## src/rtl/idl_pkg.sv

```systemverilog
`default_nettype none

package idl_pkg;

  // tap delay field, unsigned Q12.F
  localparam int unsigned TAP_W = 22;

  // operand selected for the shared multiplier
  typedef enum logic [1:0] {
    MUL_C0 = 2'b00,
    MUL_C1 = 2'b01,
    MUL_C2 = 2'b10
  } mul_op_e;

  // sequencer controls for the interpolation datapath
  typedef struct packed {
    logic    shift;  // shift in a returned sample
    logic    coef;   // load the doubled coefficients
    logic    mul;    // run one Horner multiply
    mul_op_e op;     // which Horner step
    logic    fin;    // final round, add and saturate
  } interp_ctrl_t;

endpackage

`default_nettype wire

```

## src/rtl/idl_interp.sv

```systemverilog
`default_nettype none

module idl_interp #(
  parameter int unsigned SAMPLE_BITS = 24,
  parameter int unsigned FRAC_BITS   = 10
) (
  input  wire logic                          clk_i,
  input  wire idl_pkg::interp_ctrl_t         ctrl_i,
  input  wire logic signed [SAMPLE_BITS-1:0] rd_data_i,
  input  wire logic [FRAC_BITS-1:0]          frac_i,
  output logic signed [SAMPLE_BITS-1:0]      result_o
);

  localparam int unsigned ACC_W  = SAMPLE_BITS + 6;
  localparam int unsigned PROD_W = ACC_W + FRAC_BITS + 1;
  localparam logic signed [PROD_W-1:0] HALF = PROD_W'(1) <<< (FRAC_BITS - 1);
  localparam logic signed [ACC_W-1:0]  SAT_HI =
    ACC_W'((64'sd1 <<< (SAMPLE_BITS - 1)) - 64'sd1);
  localparam logic signed [ACC_W-1:0]  SAT_LO = -SAT_HI - ACC_W'(1);

  logic signed [SAMPLE_BITS-1:0] y0_q, y1_q, y2_q, y3_q;
  logic signed [ACC_W-1:0]       c0_q, c1_q, c2_q;
  logic signed [ACC_W-1:0]       c0_d, c1_d, c2_d;
  logic signed [ACC_W-1:0]       e0, e1, e2, e3, d12;
  logic signed [PROD_W-1:0]      prod_q, prod_d, rsum, rsh;
  logic signed [ACC_W-1:0]       acc, op_a, r1, total;
  logic signed [FRAC_BITS:0]     fs;
  logic signed [SAMPLE_BITS-1:0] res_q, res_d;

  assign e0  = ACC_W'(y0_q);
  assign e1  = ACC_W'(y1_q);
  assign e2  = ACC_W'(y2_q);
  assign e3  = ACC_W'(y3_q);
  assign d12 = e1 - e2;

  // doubled Catmull-Rom coefficients, exact in integers
  assign c0_d = e3 - e0 + d12 + (d12 <<< 1);
  assign c1_d = (e0 <<< 1) - (e1 <<< 2) - e1 + (e2 <<< 2) - e3;
  assign c2_d = e2 - e0;

  // round to nearest, ties up: floor((p + half) / 2^F)
  assign rsum = prod_q + HALF;
  assign rsh  = rsum >>> FRAC_BITS;
  assign acc  = rsh[ACC_W-1:0];

  always_comb begin
    case (ctrl_i.op)
      idl_pkg::MUL_C0: op_a = c0_q;
      idl_pkg::MUL_C1: op_a = acc + c1_q;
      idl_pkg::MUL_C2: op_a = acc + c2_q;
      default:         op_a = c0_q;
    endcase
  end

  assign fs     = $signed({1'b0, frac_i});
  assign prod_d = PROD_W'(op_a) * PROD_W'(fs);

  assign r1    = (acc + ACC_W'(1)) >>> 1;
  assign total = e1 + r1;

  always_comb begin
    if (total > SAT_HI) begin
      res_d = SAT_HI[SAMPLE_BITS-1:0];
    end else if (total < SAT_LO) begin
      res_d = SAT_LO[SAMPLE_BITS-1:0];
    end else begin
      res_d = total[SAMPLE_BITS-1:0];
    end
  end

  always_ff @(posedge clk_i) begin
    if (ctrl_i.shift) begin
      y0_q <= y1_q;
      y1_q <= y2_q;
      y2_q <= y3_q;
      y3_q <= rd_data_i;
    end
    if (ctrl_i.coef) begin
      c0_q <= c0_d;
      c1_q <= c1_d;
      c2_q <= c2_d;
    end
    if (ctrl_i.mul) begin
      prod_q <= prod_d;
    end
    if (ctrl_i.fin) begin
      res_q <= res_d;
    end
  end

  assign result_o = res_q;

endmodule

`default_nettype wire

```

## config.mk

```make
export PLATFORM = sky130hd
export DESIGN_NAME = idl_interp
export DESIGN_NICKNAME = d
export VERILOG_FILES = /design/src/rtl/idl_pkg.sv /design/src/rtl/idl_interp.sv
export SDC_FILE = /design/constraint.sdc
export NUM_CORES = 2
export LEC_CHECK = 0
export BUFFER_PORTS_ARGS = -buffer_cell sky130_fd_sc_hd__buf_4
export CAP_MARGIN = 10
export CORE_MARGIN = 2
export CORE_UTILIZATION = 52
export DETAILED_ROUTE_END_ITERATION = 8
export PLACE_DENSITY = 0.73
export SLEW_MARGIN = 20
export SYNTH_ARGS = -nofsm -noshare
export SYNTH_HDL_FRONTEND = slang
export SYNTH_SLANG_ARGS = --single-unit
```

## constraint.sdc

```tcl
create_clock -name clk_i -period 10 [get_ports clk_i]
set_input_delay 0 -clock clk_i [delete_from_list [all_inputs] [get_ports clk_i]]
set_output_delay 0 -clock clk_i [all_outputs]
set_load 0.01 [all_outputs]
```

* Word-level counts from Yosys, hierarchy flattened
Cells that the tools add are included.
** Cells by class
- Mux-type cells :: 2
- Add/subtract/negate cells :: 14
- Eq/ne operators :: 2
- Multiply operators :: 1
- $lt $le $gt $ge :: 2
** Operators with widths (number)
- subtractor 24 x 24 -> 25 bit :: 3
- adder 30 bit :: 2
- case mux 30 bit (2 select lines) :: 1
- adder 40 x 11 -> 40 bit (second input constant) :: 1
- multiplier 30 x 11 -> 40 bit :: 1
- adder 24 x 29 -> 30 bit :: 1
- adder 30 x 2 -> 30 bit (second input constant) :: 1
- > comparator 30 x 24 -> 1 bit (second input constant) :: 1
- less-than comparator 30 x 24 -> 1 bit (second input constant) :: 1
- subtractor 29 x 24 -> 30 bit :: 1
- adder 28 x 26 -> 29 bit :: 1
- subtractor 27 x 24 -> 28 bit :: 1
- adder 26 x 26 -> 27 bit :: 1
- subtractor 25 x 26 -> 27 bit :: 1
- adder 25 x 25 -> 26 bit :: 1
- 2-to-1 mux 24 bit :: 1
- == test 2 x 1 -> 1 bit (second input constant) :: 1
- == test 2 bit (second input constant) :: 1
** Word-level totals
- Bits of input ports :: 41
- Logic and storage cells :: 30
- Flip-flop bits (word level) :: 250
- Output and inout bits :: 24

* Logic depth before layout (Yosys ltp)
- Depth in word-level cells :: 5
- Mapped depth :: 38
- Gate-level depth less buffers :: 35

* Worst setup path after synthesis
OpenSTA, ideal clock, no wires.
- Kind :: register to register
- Start :: register prod_q[9]
- End :: register prod_q[37] (data pin)
- Setup slack :: 1.609 ns
- Arrival :: 8.123 ns
- Path buffers :: 3
- Setup time :: 0.269 ns
- Cell stages (with the launch flop) :: 33
- Data required time :: 9.731 ns
- Clock period less this slack :: 8.391 ns
- Cells stage by stage :: edfxtp_1 ha_1 buf_2 nand4_1 or3_1 xnor2_1 ha_1 and4_1 a221oi_1 o31ai_2 a31o_4 a221o_1 a311oi_4 nor2_2 buf_6 nand3_1 o211ai_2 fa_1 fa_1 fa_1 fa_1 inv_1 fa_1 inv_1 ha_1 clkbuf_1 and3_1 nand3_1 nor4_1 a211o_1 a211oi_1 o31ai_1 xor2_1
** Between the ends
- Cells in the longest elaborated chain, start to end :: 4
- Elaborated cells between the ends (all ways) :: 5
- Classes of those cells :: add/sub: 3; mul: 1; mux: 1
** RTL lines
- from (decl) :: RTL line idl_interp.sv:25 : logic signed [PROD_W-1:0] prod_q, prod_d, rsum, rsh;
- from (signal assigned) :: RTL line idl_interp.sv:84 : prod_q <= prod_d;
- adder 40 x 11 -> 40 bit (*) :: RTL line idl_interp.sv:42 : assign rsum = prod_q + HALF;
- adder 30 bit (on tied branches) :: RTL line idl_interp.sv:50, idl_interp.sv:49
- case mux 30 bit (2 select lines) (*) :: RTL line idl_interp.sv:47 : case (ctrl_i.op)
- multiplier 30 x 11 -> 40 bit (*) :: RTL line idl_interp.sv:56 : assign prod_d = PROD_W'(op_a) * PROD_W'(fs);
- net prod_d[37] :: RTL line idl_interp.sv:25
The timed path passes the listed nets; every way through them passes the cells marked *.
A chain may end at the register's enable or synchronous reset.

* Final worst setup path
- Start :: register prod_q[18]
- End :: register prod_q[39] (data pin)
Same word-level chain as after synthesis.

==> summary.md <==
| Metric | Value |
|---|---|
| Wire length per cell | 19.8 um |
| Antenna Nets Post-Route | 0 |
| Async S/R FF share, synth | 0% |
| Count leader, synth | inv_1 |
| Distinct cells, synth | 103 |
| CTS root buf | clkbuf_16 |
| I/O Buffers | 64 |
| Initial antenna violation count | 0 |
| Vias in the first global route | 24,100 |
| Seq/Total Area, Yosys | 22.8% |
| #FFs+latches synth | 233 |
| Slowest CP cell | edfxtp_1 |
| Crit path arrival time | 9720 ps |
| Final min period | 9420 ps |
| Min-delay worst type | in -> reg |
| RSZ-0062 raised after global routing | no |
| Area of the core | 0.0587 mm2 |
| Status | completed |
| Drt first pass iters | 5 |
| Synthesized area | 0.0307 mm2 |
| DR DRC count | 0 |
| Worst-path fanout max | 13 |
| Ranking of synthesized cells by area | fa_1 (25%), edfxtp_1 (23%), ha_1 (10%) |
| Hold path cells | 2 |
| H-tree levels | 1 |
| DRT iter0 DRCs | 1,454 |
| # Max-Cap Violations | 0 |
| N_diodes | 0 |
| Syn avg cell area | 9.90 um2 |
| Worst slew pin tran | 991 ps |
| GR Util All Layers | 26.1% |
| Finish-stage setup viols | 0 |
| CP Data Required Time | 10,310 ps |
| Layout overhead on the synthesized area | 8.06% |
| CP Class | reg -> reg |
| Chip width | 247 um |
| Final HPWL DP | 62,800 um |
| Final RePlAce weighted congestion | 0.978 |
| Largest net degree at the start of global routing | 78 |
| Cell Rows | 89 |
| FMAX | 0.106 GHz |
| GR Overflow Total | 0 |
| First-pass GRT wire length | 126,000 um |
| Die area | 0.0610 mm2 |
| Initial cell density of the core | 52.4% |
| Ys Warns | 0 |
| Die H | 247 um |
| CTS tree | yes |
| Post-Syn Nets | 3,779 |
| Routed via count | 22,900 |
| Yosys top cell by area | fa_1 |
| Mapped Cells | 3,104 |
| Clk sinks | 233 |
| Max Slew Vio Count | 0 |
| Tcrit/Tclk final | 94.2% |
| # IOs | 65 |
| Most used DFF post-synth | edfxtp_1 |
| Worst Clk Skew | 11.3 ps |
| Clock Latency Late Sink | 560 ps |
| Share of post-route cells with drive strength above 1 | 7.46% |
| Most used cell, CP | fa_1 |
| CTS buffer count | 26 |
| Final hold vios | 0 |
| Synth top cells by count | inv_1 (448), fa_1 (382), nand2_1 (254), ha_1 (252), edfxtp_1 (233) |
| Slowest Stage Delay on Critical Path | 520 ps |
| Share of the synthesized area in the top cell type | 24.9% |
| WL final | 78,100 um |
| Routed vias/inst | 5.80 |
| Slew Limit Headroom | 33.5% |
| Clock slew at reported path FFs | 70 ps |
| Setup TNS | 0 ps |
| Clock Path Buffers | 3 |
| Fin nets | 3,836 |
| Crit start category | flip-flop |
| Number of synthesized flops with an enable pin | 233 |
| Worst R2R Path Depth | 31 |
| Critical path endpoint category | flip-flop |
-- routing by layer --
metal  GRT usage, %  vias to the layer above  share of wire, %
met3           2.25                      118               5.7
met4           7.90                        0               2.8
met2           43.6                      759                48
li1               -                    10700                 -
met5              0                        -                 0
met1           36.2                    11400                44
-- layout by cell type, fill, tap and decap left out, types with 45 or more instances in the layout --
master,count
fa_1,382
and2_1,107
inv_1,448
nor2b_1,45
xnor2_1,145
edfxtp_1,233
nor2_1,139
o21ai_0,63
xor2_1,74
a21o_1,73
nand2_1,254
buf_4,92
nand3_1,75
ha_1,251
a21oi_1,142
-- state kept, by name, summed over array words and instances (netlist names), 25 cells and up --
name and cells:
c2_q 25, prod_q 31, c1_q 30, c0_q 27
-- repair_timing --
item | 4_1_cts | 5_1_grt
setup buffers | 0 | 2
hold buffers | 28 | 0
gates resized for setup | 0 | 4
endpoints found under the setup margin | 0 | 7
hold endpoints to repair | 107 | 0
-- stage by stage --
step | hold WS (ps) | worst slack (ps) | util [%] | area [um2] | instances
finish | 153 | 583 | 56.6 | 33200 | 3951
global route | 142 | 2.52 | 56.6 | 33200 | 3951
CTS | 130 | 225 | 56.5 | 33200 | 3949
detailed placement | 179 | 363 | 54.5 | 32000 | 3876
global placement | 178 | 493 | 54.5 | 32000 | 3876
floorplan | 98.9 | 1610 | - | 30700 | 3104
-- layout make-up --
| type | instances | area (um2) |
|---|---|---|
| Clock buffer | 31 | 669 |
| Clock inverter | 14 | 225 |
| Fill cell | 4885 | 25500 |
| Inverter | 449 | 1690 |
| Multi-Input combinational cell | 2331 | 21700 |
| Sequential cell | 233 | 7000 |
| Tap cell | 773 | 967 |
| Timing Repair Buffer | 120 | 971 |
-- worst max-delay path, delay by kind of cell (launching register included) --
| kind | cells | cell delay [ps] |
|---|---|---|
| XOR/XNOR | 2 | 390 |
| buffers and inverters | 4 | 500 |
| AO/OA/AOI/OAI | 12 | 2610 |
| AND/OR/NAND/NOR | 5 | 1370 |
| adder cells (fa/ha/maj) | 7 | 3280 |
| flip-flops | 1 | 520 |
| multiplexers | 1 | 470 |
-- path summary, 6_finish.rpt --
check,endpoint,startpoint,slack (ps)
worst min register to register,y2_q[0],y3_q[0],470
worst max register to register,prod_q[39],prod_q[18],580
worst max-delay path,prod_q[39],prod_q[18],580
worst min-delay path,y3_q[16],rd_data_i[16],150
-- cell families after synthesis --
family / count (synthesis) / synth area share (%)
AOI/OAI and AO/OA: 588 / 13.6
muxes: 34 / 1.24
DFF: 233 / 22.8
buffers and inverters: 540 / 6.76
xor gates and xnor gates: 219 / 6.24
and+or+nand+nor: 856 / 14.2
adders and majority gates: 634 / 35.2
Power is left out: the tool's default activity adds up to more than one toggle a clock period on the data nets, which glitch-free logic cannot reach.
